==> src/rtl/core/uer_pkg.sv <==
// uer_pkg: shared widths, codes, reset values and types for the echo ranger
// used by uer_step and ultrasonic_echo_ranger; no dependencies

package uer_pkg;

    localparam int unsigned TickW   = 16;
    localparam int unsigned DistW   = 16;
    localparam int unsigned ErrW    = 2;
    localparam int unsigned PhaseW  = 3;
    localparam int unsigned CfgIdxW = 2;
    localparam int unsigned CfgDatW = 16;

    // register indexes on the configuration port
    localparam logic [CfgIdxW-1:0] REG_CYCLE_TICKS    = 2'd0;
    localparam logic [CfgIdxW-1:0] REG_SCALE_PER_TICK = 2'd1;

    // reset values
    localparam logic [TickW-1:0] CYCLE_TICKS_RST = 16'd100;
    localparam logic [TickW-1:0] SCALE_RST       = 16'd17;
    localparam logic [TickW-1:0] TICK_RST        = 16'hFFFF;
    localparam logic [TickW-1:0] START_RST       = 16'hFFFF;
    localparam logic [DistW-1:0] DIST_OVERRANGE  = 16'hFFFF;

    // error codes
    localparam logic [ErrW-1:0] ERR_NONE      = 2'd0;
    localparam logic [ErrW-1:0] ERR_NO_ECHO   = 2'd1;
    localparam logic [ErrW-1:0] ERR_OVERRANGE = 2'd2;

    // phase codes as reported on the output
    localparam logic [PhaseW-1:0] CODE_IDLE    = 3'd0;
    localparam logic [PhaseW-1:0] CODE_TRIGGER = 3'd1;
    localparam logic [PhaseW-1:0] CODE_WAIT    = 3'd2;
    localparam logic [PhaseW-1:0] CODE_MEASURE = 3'd3;
    localparam logic [PhaseW-1:0] CODE_FAIL    = 3'd4;

    typedef enum logic [4:0] {
        PH_IDLE    = 5'b00001,
        PH_TRIGGER = 5'b00010,
        PH_WAIT    = 5'b00100,
        PH_MEASURE = 5'b01000,
        PH_FAIL    = 5'b10000
    } phase_t;

    typedef struct packed {
        logic [TickW-1:0] tick_count;
        phase_t           phase;
        logic [TickW-1:0] echo_start;
        logic [DistW-1:0] distance;
        logic             trigger;
    } ranger_state_t;

    typedef struct packed {
        logic [TickW-1:0] cycle_ticks;
        logic [TickW-1:0] scale_per_tick;
    } ranger_cfg_t;

    typedef struct packed {
        logic              trigger_level;
        logic [DistW-1:0]  distance;
        logic              distance_update;
        logic [ErrW-1:0]   error_event;
        logic [PhaseW-1:0] phase;
    } ranger_result_t;

endpackage

==> src/rtl/core/uer_step.sv <==
// uer_step: per-tick state update and result forming for the echo ranger
// depends on uer_pkg

module uer_step (
    input  uer_pkg::ranger_state_t  state,
    input  uer_pkg::ranger_cfg_t    cfg,
    input  logic                    echo,
    output uer_pkg::ranger_state_t  state_next,
    output uer_pkg::ranger_result_t result
);
    import uer_pkg::*;

    logic [TickW-1:0]   tc;
    logic [TickW-1:0]   width;
    logic [2*TickW-1:0] prod;
    logic [ErrW-1:0]    err;
    logic               upd;
    logic               do_wait;

    assign tc    = state.tick_count + TickW'(1);
    assign width = tc - state.echo_start;
    assign prod  = width * cfg.scale_per_tick;

    always_comb
    begin
        state_next            = state;
        state_next.tick_count = tc;
        err                   = ERR_NONE;
        upd                   = 1'b0;
        do_wait               = 1'b0;

        case (state.phase)
            PH_TRIGGER:
            begin
                if (tc == TickW'(1))
                begin
                    state_next.trigger = 1'b0;
                    state_next.phase   = PH_WAIT;
                    do_wait            = 1'b1;
                end
            end
            PH_WAIT:
            begin
                do_wait = 1'b1;
            end
            PH_MEASURE:
            begin
                if (!echo)
                begin
                    state_next.distance = prod[DistW-1:0];
                    upd                 = 1'b1;
                    state_next.phase    = PH_IDLE;
                end
                else if (tc >= cfg.cycle_ticks)
                begin
                    state_next.phase    = PH_FAIL;
                    err                 = ERR_OVERRANGE;
                    state_next.distance = DIST_OVERRANGE;
                    upd                 = 1'b1;
                end
            end
            PH_FAIL:
            begin
                state_next.phase = PH_IDLE;
            end
            default:
            begin
                state_next.phase = PH_IDLE;
                if (tc == '0)
                begin
                    state_next.trigger = 1'b1;
                    state_next.phase   = PH_TRIGGER;
                end
                else if (tc > cfg.cycle_ticks)
                begin
                    state_next.tick_count = TICK_RST;
                    state_next.echo_start = '0;
                end
            end
        endcase

        // waiting for echo, also entered straight from the trigger phase
        if (do_wait)
        begin
            if (echo)
            begin
                state_next.echo_start = tc;
                state_next.phase      = PH_MEASURE;
            end
            else if (tc == cfg.cycle_ticks)
            begin
                state_next.phase = PH_FAIL;
                err              = ERR_NO_ECHO;
            end
        end
    end

    always_comb
    begin
        result.trigger_level   = state_next.trigger;
        result.distance        = state_next.distance;
        result.distance_update = upd;
        result.error_event     = err;
        case (state_next.phase)
            PH_TRIGGER: result.phase = CODE_TRIGGER;
            PH_WAIT:    result.phase = CODE_WAIT;
            PH_MEASURE: result.phase = CODE_MEASURE;
            PH_FAIL:    result.phase = CODE_FAIL;
            default:    result.phase = CODE_IDLE;
        endcase
    end

endmodule

==> src/rtl/core/ultrasonic_echo_ranger.sv <==
// ultrasonic_echo_ranger: top level of the ultrasonic echo timer
// depends on uer_pkg and uer_step

// Each input beat is one timer tick carrying the sampled echo level, and each
// tick gives exactly one result beat: trigger drive level, last distance, a
// distance update flag, an error event and the current phase. The block takes
// one beat per clock cycle when the output side is not stalled; a tick passes
// through the input register, then the result register, to the outputs, and
// the state update between them is combinational, with its longest path the
// 16 by 16 multiply of echo width by scale.
// Configuration (cycle_ticks at index 0, scale_per_tick at index 1) is always
// ready and must only be written while no ticks are in flight; other indexes
// are ignored.

module ultrasonic_echo_ranger (
    input  logic                         clk,
    input  logic                         rst_n,

    // tick input
    input  logic                         in_valid,
    output logic                         in_stall,
    input  logic                         echo_level,

    // result output
    output logic                         out_valid,
    input  logic                         out_stall,
    output logic                         trigger_level,
    output logic [uer_pkg::DistW-1:0]    distance,
    output logic                         distance_update,
    output logic [uer_pkg::ErrW-1:0]     error_event,
    output logic [uer_pkg::PhaseW-1:0]   phase,

    // configuration writes
    input  logic                         cfg_valid,
    output logic                         cfg_ready,
    input  logic [uer_pkg::CfgIdxW-1:0]  cfg_index,
    input  logic [uer_pkg::CfgDatW-1:0]  cfg_data
);
    import uer_pkg::*;

    ranger_cfg_t    cfg_reg;
    ranger_state_t  state_reg;
    ranger_state_t  state_next;
    ranger_result_t step_result;
    ranger_result_t result_reg;

    logic in_valid_reg;
    logic echo_reg;
    logic out_valid_reg;
    logic advance;

    // input register moves on when the result register is free or draining
    assign advance   = in_valid_reg && (!out_valid_reg || !out_stall);
    assign in_stall  = in_valid_reg && !advance;
    assign cfg_ready = 1'b1;

    // configuration registers
    always_ff @(posedge clk or negedge rst_n)
    begin
        if (!rst_n)
        begin
            cfg_reg.cycle_ticks    <= CYCLE_TICKS_RST;
            cfg_reg.scale_per_tick <= SCALE_RST;
        end
        else if (cfg_valid && cfg_ready)
        begin
            case (cfg_index)
                REG_CYCLE_TICKS:    cfg_reg.cycle_ticks    <= cfg_data;
                REG_SCALE_PER_TICK: cfg_reg.scale_per_tick <= cfg_data;
                default:            ;
            endcase
        end
    end

    // input beat register
    always_ff @(posedge clk or negedge rst_n)
    begin
        if (!rst_n)
        begin
            in_valid_reg <= 1'b0;
        end
        else if (!in_stall)
        begin
            in_valid_reg <= in_valid;
        end
    end

    always_ff @(posedge clk)
    begin
        if (in_valid && !in_stall)
        begin
            echo_reg <= echo_level;
        end
    end

    uer_step u_step (
        .state      (state_reg),
        .cfg        (cfg_reg),
        .echo       (echo_reg),
        .state_next (state_next),
        .result     (step_result)
    );

    // ranger state, committed as each tick passes into the result register
    always_ff @(posedge clk or negedge rst_n)
    begin
        if (!rst_n)
        begin
            state_reg.tick_count <= TICK_RST;
            state_reg.phase      <= PH_IDLE;
            state_reg.echo_start <= START_RST;
            state_reg.distance   <= '0;
            state_reg.trigger    <= 1'b0;
        end
        else if (advance)
        begin
            state_reg <= state_next;
        end
    end

    // result register
    always_ff @(posedge clk or negedge rst_n)
    begin
        if (!rst_n)
        begin
            out_valid_reg <= 1'b0;
        end
        else if (!out_valid_reg || !out_stall)
        begin
            out_valid_reg <= advance;
        end
    end

    always_ff @(posedge clk)
    begin
        if (advance)
        begin
            result_reg <= step_result;
        end
    end

    assign out_valid       = out_valid_reg;
    assign trigger_level   = result_reg.trigger_level;
    assign distance        = result_reg.distance;
    assign distance_update = result_reg.distance_update;
    assign error_event     = result_reg.error_event;
    assign phase           = result_reg.phase;

endmodule

==> config.mk <==
export PLATFORM = sky130hd
export DESIGN_NAME = ultrasonic_echo_ranger
export DESIGN_NICKNAME = d
export VERILOG_FILES = /design/src/rtl/core/uer_pkg.sv /design/src/rtl/core/uer_step.sv /design/src/rtl/core/ultrasonic_echo_ranger.sv
export SDC_FILE = /design/constraint.sdc
export NUM_CORES = 1
export LEC_CHECK = 0
export ABC_AREA = 1
export BUFFER_PORTS_ARGS = -buffer_cell sky130_fd_sc_hd__buf_2
export CORE_AREA = 2 2 177 179
export CTS_BUF_LIST = sky130_fd_sc_hd__clkbuf_16
export DETAILED_ROUTE_END_ITERATION = 10
export DIE_AREA = 0 0 179 181
export HOLD_SLACK_MARGIN = 0.12
export PLACE_DENSITY = 0.58
export RECOVER_POWER = 25
export SLEW_MARGIN = 20
export SYNTH_ARGS = -nofsm -noshare
export SYNTH_HDL_FRONTEND = slang
export SYNTH_SLANG_ARGS = --single-unit
==> constraint.sdc <==
create_clock -name clk -period 16.5 [get_ports clk]
set_clock_uncertainty 0.15 [all_clocks]
set_input_delay 3.3 -clock clk [delete_from_list [all_inputs] [get_ports clk]]
set_output_delay 3.3 -clock clk [all_outputs]
set_load 0.1 [all_outputs]
==> out/summary.md, run 1 <==
The multi-input combinational cells in the finished layout cover a total of 6210 um^2. The floorplan step defined a die boundary enclosing 32400 um^2. The cell seen most often among critical-path stages was sky130_fd_sc_hd__nand2_1. Using the TritonRoute via totals, the vias-per-cell ratio works out to 4.76. In this run the core area contains 64 standard-cell rows. The worst relative slew slack was -110%. The type of the tightest min-delay check is register to register. The clock tree synthesis step divided the H-tree into 3 levels. Setup violations remaining at the end of the flow were counted as 0. The number of hold buffers added after CTS was 0.

Setup total negative slack on the finished layout was measured at 0 ns. The total overflow left after global routing is 0. The logs give 1574 for the net count after synthesis and 8645 for the via total after detailed routing. Number of detailed-route iterations in the first pass: 5. For the number of top-level pins, the log shows 50. The flip-flop count of the largest register after layout is 54.

The biggest area contributor in the post-synthesis netlist is sky130_fd_sc_hd__fa_1. The flow ran to the end, but the final reports show violations. Measured along the x axis, the die boundary spans 179 um. Setup repair after global routing left no endpoint under its margin. For the number of antenna violations at the first check in global routing, the log shows 0.

The worst setup path is launched from a register. Max-cap violations in this run came to 3. The portion of the post-synthesis area used by sequential elements was 28.3%; the initial core utilization was 34.6%. The biggest fanout along the worst timing path was 5; the share of Yosys cell area claimed by the top area cell type was 15.4%. The tools report the maximum number of pins on one net before global-route repair as 91. Dividing the final minimum period by the clock period gives 50.8%. After detailed routing, the number of remaining DRC violations is 0. The first global-routing pass estimated 44400 um of wire. For the pin with the worst max-slew slack, the measured transition is 3.16 ns. The worst setup path category is register to register.

The run gives 8.37 ns as the data arrival time of the critical path. The checks that failed: capacitance limit, slew limit. The proportion of layout cells with a drive suffix above 1 works out to 8.23%.

Derived from the worst setup path, the maximum achievable clock frequency is 119 MHz. The routed design could run at a clock period as short as 8.38 ns. The total of warnings raised by yosys was 0. The via count of the first global-routing pass is 8686, and the total CTS buffers is 9. The logs give 17.7% for the overall global routing resource usage and 1604 for the net total in the final layout. The clock tree root buffer cell was sky130_fd_sc_hd__clkbuf_16. The logs give 0.37 ns for the clock latency reported for the late side of the worst-skew pair and 0 for the diode insertion count for antenna repair.

After clock tree synthesis, the setup repair step added 0 buffers. The detail route stage leaves a number of antenna-violating nets equal to 0. By area the synthesized netlist is led by sky130_fd_sc_hd__fa_1 15%, sky130_fd_sc_hd__dfrtp_1 12%, sky130_fd_sc_hd__nand2_1 12%. In the synthesized netlist the dominant register cell turns out to be sky130_fd_sc_hd__dfrtp_1. STA classifies the critical path endpoint as a register. TritonCTS built the clock tree. On the final layout, the worst hold slack is 0.335 ns. Counting flops with a built-in enable in the synthesized netlist gives 24.

During placement, the flow inserted port buffers numbering 48. Synthesis instantiated 47 different standard cells from the library. Dividing the synthesized area by the synthesized cell count gives 7.58 um^2. The floorplan step set the die height to 181 um. The number of gates given a new drive strength after cts was 0. Detailed placement finished with a half-perimeter wire length of 21300 um. The routed wire length is 26700 um. The clock transition at the registers of the reported paths works out to 0.08 ns. In the final routed layout, each cell accounts on average for 14.7 um. The floorplan step defined a core boundary enclosing 30300 um^2. For this block, the initial DRC count from the detailed router was 553. Counting flops with an async set or reset pin after synthesis yields a share of 78.6%.

Among all stages on the critical path, the largest delay is contributed by sky130_fd_sc_hd__dfstp_1. The tree built by TritonCTS fans out to 112 sinks. After synthesis, the most frequently instantiated cells are 328 x sky130_fd_sc_hd__nand2_1, 311 x sky130_fd_sc_hd__inv_1, 122 x sky130_fd_sc_hd__nor2_1, 82 x sky130_fd_sc_hd__ha_1, 81 x sky130_fd_sc_hd__fa_1. The placer congestion estimate was 0.888; the cell area after synthesis was 10500 um^2. The run gives 0 as the total count of hold-check failures in the final report. On the worst path, the slowest cell contributes a delay of 0.61 ns.

In this run, synthesis produced a sequential element count of 112. Summing all flip-flop and latch instances after layout gives 2970 um^2. For the worst setup path, the data required time is 16.49 ns.

The synthesized instance count is 1387, and the relative area change from synthesis to final layout is 8.41%. The max-slew violation count was 133; the filler cell count was 3234. The maximum count of clock buffers along a single path was 2. sky130_fd_sc_hd__nand2_1 is the most common cell in the netlist.
==> metal layers <==
metal	share of wire [%]	GRT usage (%)
met5	0	0
met4	3.5	7.09
met3	2.6	2.40
met2	49	30.0
met1	45	22.5
==> final timing paths <==
check,startpoint,endpoint,slack (ns),cells past startpoint
hold reg to reg,state_reg[53],state_reg[53],0.33,2
setup reg to reg,state_reg[38],distance[15],8.12,38
hold / removal,state_reg[53],state_reg[53],0.33,2
max in group asynchronous,rst_n,cfg_reg[15],9.18,2
min in group asynchronous,rst_n,in_valid_reg,3.24,1
setup / recovery,state_reg[38],distance[15],8.12,38
==> final cells by class <==
class / count / area share [%]
multi-input combinational: 928 / 54.5
sequential: 112 / 26.1
inverter: 314 / 10.3
tap: 396 / 4.35
timing repair buffer: 52 / 2.30
clock buffer: 9 / 1.98
clock inverter: 7 / 0.428
==> through the flow <==
step / setup WS [ns] / cell area [um^2] / instances / utilization [%]
global route: 7.52 / 11400 / 1818 / 37.5
detailed placement: 8.27 / 11100 / 1802 / 36.7
floorplan: 8.35 / 10500 / 1387 / -
CTS: 8.24 / 11400 / 1818 / 37.6
finish: 8.12 / 11400 / 1818 / 37.5
global placement: 8.33 / 11100 / 1802 / 36.7
==> cells in the final DEF, fill, tap and decap left out, types with 37 or more instances in the layout <==
master	n
sky130_fd_sc_hd__nor2_1	122
sky130_fd_sc_hd__o21ai_0	70
sky130_fd_sc_hd__buf_2	47
sky130_fd_sc_hd__nand3_1	56
sky130_fd_sc_hd__nand2_1	328
sky130_fd_sc_hd__dfrtp_1	50
sky130_fd_sc_hd__dfstp_2	37
sky130_fd_sc_hd__ha_1	82
sky130_fd_sc_hd__a21oi_1	49
sky130_fd_sc_hd__inv_1	312
sky130_fd_sc_hd__fa_1	81
==> critical path: cells and delay by family (launching register included) <==
family	cells	cell delay, ns
AOI/OAI and AO/OA	1	0.21
xor gates and xnor gates	2	0.56
adders and majority gates	9	4.00
buffers and inverters	6	0.38
DFF	1	0.61
and+or+nand+nor	20	2.24
==> kinds of logic (layout without fill, tap and decap cells) <==
| logic type | Yosys count | after routing | synth area share, % |
|---|---|---|---|
| AOI/OAI and AO/OA | 177 | 177 | 9.32 |
| xor gates and xnor gates | 22 | 22 | 2.11 |
| adders and majority gates | 163 | 163 | 25.2 |
| buffers and inverters | 347 | 382 | 12.6 |
| DFF | 112 | 112 | 28.3 |
| other | 1 | 1 | 0.0357 |
| and+or+nand+nor | 565 | 565 | 22.4 |
Power of run 1 is not shown: default switching activity piles up to over one toggle a cycle in this logic, so the estimate is an artifact.
==> run 2: changes to the inputs <==
--- a/config.mk
+++ b/config.mk
@@ -12,7 +12,7 @@
 export DETAILED_ROUTE_END_ITERATION = 10
 export DIE_AREA = 0 0 179 181
 export HOLD_SLACK_MARGIN = 0.12
-export PLACE_DENSITY = 0.58
+export PLACE_DENSITY = 0.6
 export RECOVER_POWER = 25
 export SLEW_MARGIN = 20
 export SYNTH_ARGS = -nofsm -noshare
==> constraint.sdc (replaced) <==
create_clock -name clk -period 7.6 [get_ports clk]
set_clock_uncertainty 0.15 [all_clocks]
set_input_delay 1.52 -clock clk [delete_from_list [all_inputs] [get_ports clk]]
set_output_delay 1.52 -clock clk [all_outputs]
set_load 0.1 [all_outputs]
==> run 2 against run 1 <==
Compared with the run above:
- the flow finishes with violations (capacitance limit, slew limit, setup timing)
- cell area up 8.4%
- register-to-register slack worse by 8.1 ns
- sequential share of layout area down 2.0 points
- die area unchanged
- sequential cell count unchanged
- utilization up 3.1 points
- critical path depth unchanged
- global-route usage about the same
- first-iteration DRC count down 12%
- wire length up 2.8%
- non-clock buffer count up 58
- fmax up 9.9%
==> out/summary.md, run 2 (synthesis results as in run 1) <==
The first routing iteration left 488 violations. The run gives 131 MHz as the top achievable clock speed. The overall global routing resource usage was 17.7%; the relative area change from synthesis to final layout was 17.5%.

After detailed routing, the number of remaining DRC violations is 0. The data arrival time of the critical path was 7.60 ns; the pin slew with the least headroom to its limit was 2.76 ns. At the later pin of the worst-skew pair, clock insertion delay measures 0.37 ns. 0 antenna diodes ended up in the layout. Setup repair after global routing could not meet its margin everywhere. The launching element type of the critical path was a register.

Data on the critical path is required at its endpoint by 7.57 ns. In the final routed layout, each cell accounts on average for 14.6 um. The tools report the max-slew violation count as 91.

The endpoint class of the critical path is a register. Along the worst path, the maximum fanout reaches 4. The depth of the worst hold-timing path was 2; the maximum count of clock buffers along a single path was 2. For the die footprint, the log shows 32400 um^2. The final reports fail on capacitance limit, slew limit, setup timing. The register with the most flip-flops in the layout has 54 of them. The proportion of layout cells with a drive suffix above 1 is 17.7%. The placer congestion estimate is 0.880, and the fraction of the cycle the final worst path needs is 100%. The region available for standard cell placement spans 30300 um^2. For the maximum number of pins on one net before global-route repair, the log shows 91. The type of the tightest min-delay check was register to register. The tree is rooted in a sky130_fd_sc_hd__clkbuf_16. The initial core utilization came out at 34.6%. At the placement stage, the worst setup path has a slack of -0.134 ns. The total count of hold-check failures in the final report was 0. The startpoint identified for the worst hold timing path is state_reg[15]. In the final design database the tool counted 1662 nets.

Pin placement for this block handled 50 I/O pins. The number of core rows was 64. The routed wire length was 27500 um; the count of clock tree sinks was 112. The CTS H-tree depth is 3, and the flop-to-flop setup slack is -0.03 ns. The total CTS buffers came out at 9. The top cell types in the final layout, fill and taps aside, are 306 x sky130_fd_sc_hd__nand2_1, 302 x sky130_fd_sc_hd__inv_1, 114 x sky130_fd_sc_hd__nor2_1.

The max-capacitance violation count came out at 2. The slowest library cell on the worst path is sky130_fd_sc_hd__dfstp_2. The via count of the first global-routing pass is 9019.

The filler cell count is 3087, and the minimum period implied by the final worst setup slack is 7.63 ns. The path with the worst hold slack has its endpoint at state_reg[15]. The floorplan die width works out to 179 um. Summing all multi-input logic gate instances after layout gives 6700 um^2. The leading cell type in the layout, fill and taps excluded is sky130_fd_sc_hd__nand2_1.

Measured against its own limit, the worst slew margin works out to -83.7%. The total overflow left after global routing is 0. The detailed router placed 9003 vias in this run. For this run, the slowest stage of the critical path takes 0.57 ns. The first detailed-routing pass ran for 5 iterations.

The first global-routing pass estimated 45100 um of wire. The tools report the final number of setup-violating endpoints as 1. The share of the core filled with cells in the final layout is 40.7%, and the number of antenna violations at the first check in global routing is 0.

The area occupied by registers came out at 2970 um^2. The setup path with the least slack is of type register to register. In this run the critical register-to-register path is launched from state_reg[39].

The flow ran to the end, but the final reports show violations. The endpoint identified for the worst register-to-register timing path is distance[15]. Buffers placed on the I/O ports in this run total 48.

In the routed layout, each cell is associated on average with a via count of 4.80. For the placed wire-length estimate, the log shows 21500 um. TritonCTS built the clock tree.

After clock tree synthesis, the clock-pin slew on the worst setup and hold paths is 0.09 ns. The depth of the worst register-to-register path is 38, and the hold buffer count at cts is 0. The overall die height was 181 um; the setup slack after layout was -0.0260 ns. Once detail routing completed, the nets flagged for antenna violations numbered 0.
[run 2: cell count changes in the layout (fill, tap and decap cells not counted), sizes merged]
cell and change:
buf +59, inv +2, clkinv -2, clkbuf -1
[run 2: final cells by class]
type	instances	area share, %
well taps	396	4.01
clock inverters	7	0.598
multi-input cells	928	54.2
inverters	314	9.55
flip-flops and latches	112	24.1
repair buffers	110	5.71
clock buffers	9	1.82
[run 2: worst max-delay path, delay by kind of cell (launching register included)]
family / cells / cell delay, ns
xor+xnor: 2 / 0.38
simple gates: 19 / 1.83
buf+inv: 7 / 0.57
flops: 1 / 0.57
compound gates: 1 / 0.14
fa+ha+maj: 9 / 3.75
[run 2: how the worst max path moves through the flow]
stage,startpoint,endpoint,cells after the start
6_report,state_reg[39],distance[15],38
5_1_grt,state_reg[39],distance[15],40
4_1_cts,state_reg[38],distance[14],36
3_5_place_dp,state_reg[38],distance[15],40
3_3_place_gp,state_reg[38],distance[15],40
2_1_floorplan,state_reg[38],distance[15],40
[run 2: repair_timing]
item,CTS,global route
setup buffers,1,7
pin swaps,4,55
setup endpoints to repair,4,12
resized for setup,7,100
[run 2: through the flow]
stage          setup TNS (ns)  cell area, um^2  hold WS [ns]  std cells
6_report              -0.0260            12300         0.328       1876
5_1_grt                 -1.29            12300         0.363       1876
4_1_cts                     0            11800         0.336       1869
3_5_place_dp           -0.266            11500         0.316       1852
3_3_place_gp                0            11500         0.305       1852
2_1_floorplan               0            10500         0.284       1387
[run 2: metal layers]
layer | global-route usage [%] | up-vias | share of wire [%]
met3 | 2.21 | 39 | 4.0
met4 | 5.92 | 0 | 3.1
met1 | 22.4 | 4285 | 43
met5 | 0 | - | 0
met2 | 30.9 | 204 | 50
li1 | - | 4475 | -
Power of run 2 is left out for the same reason.
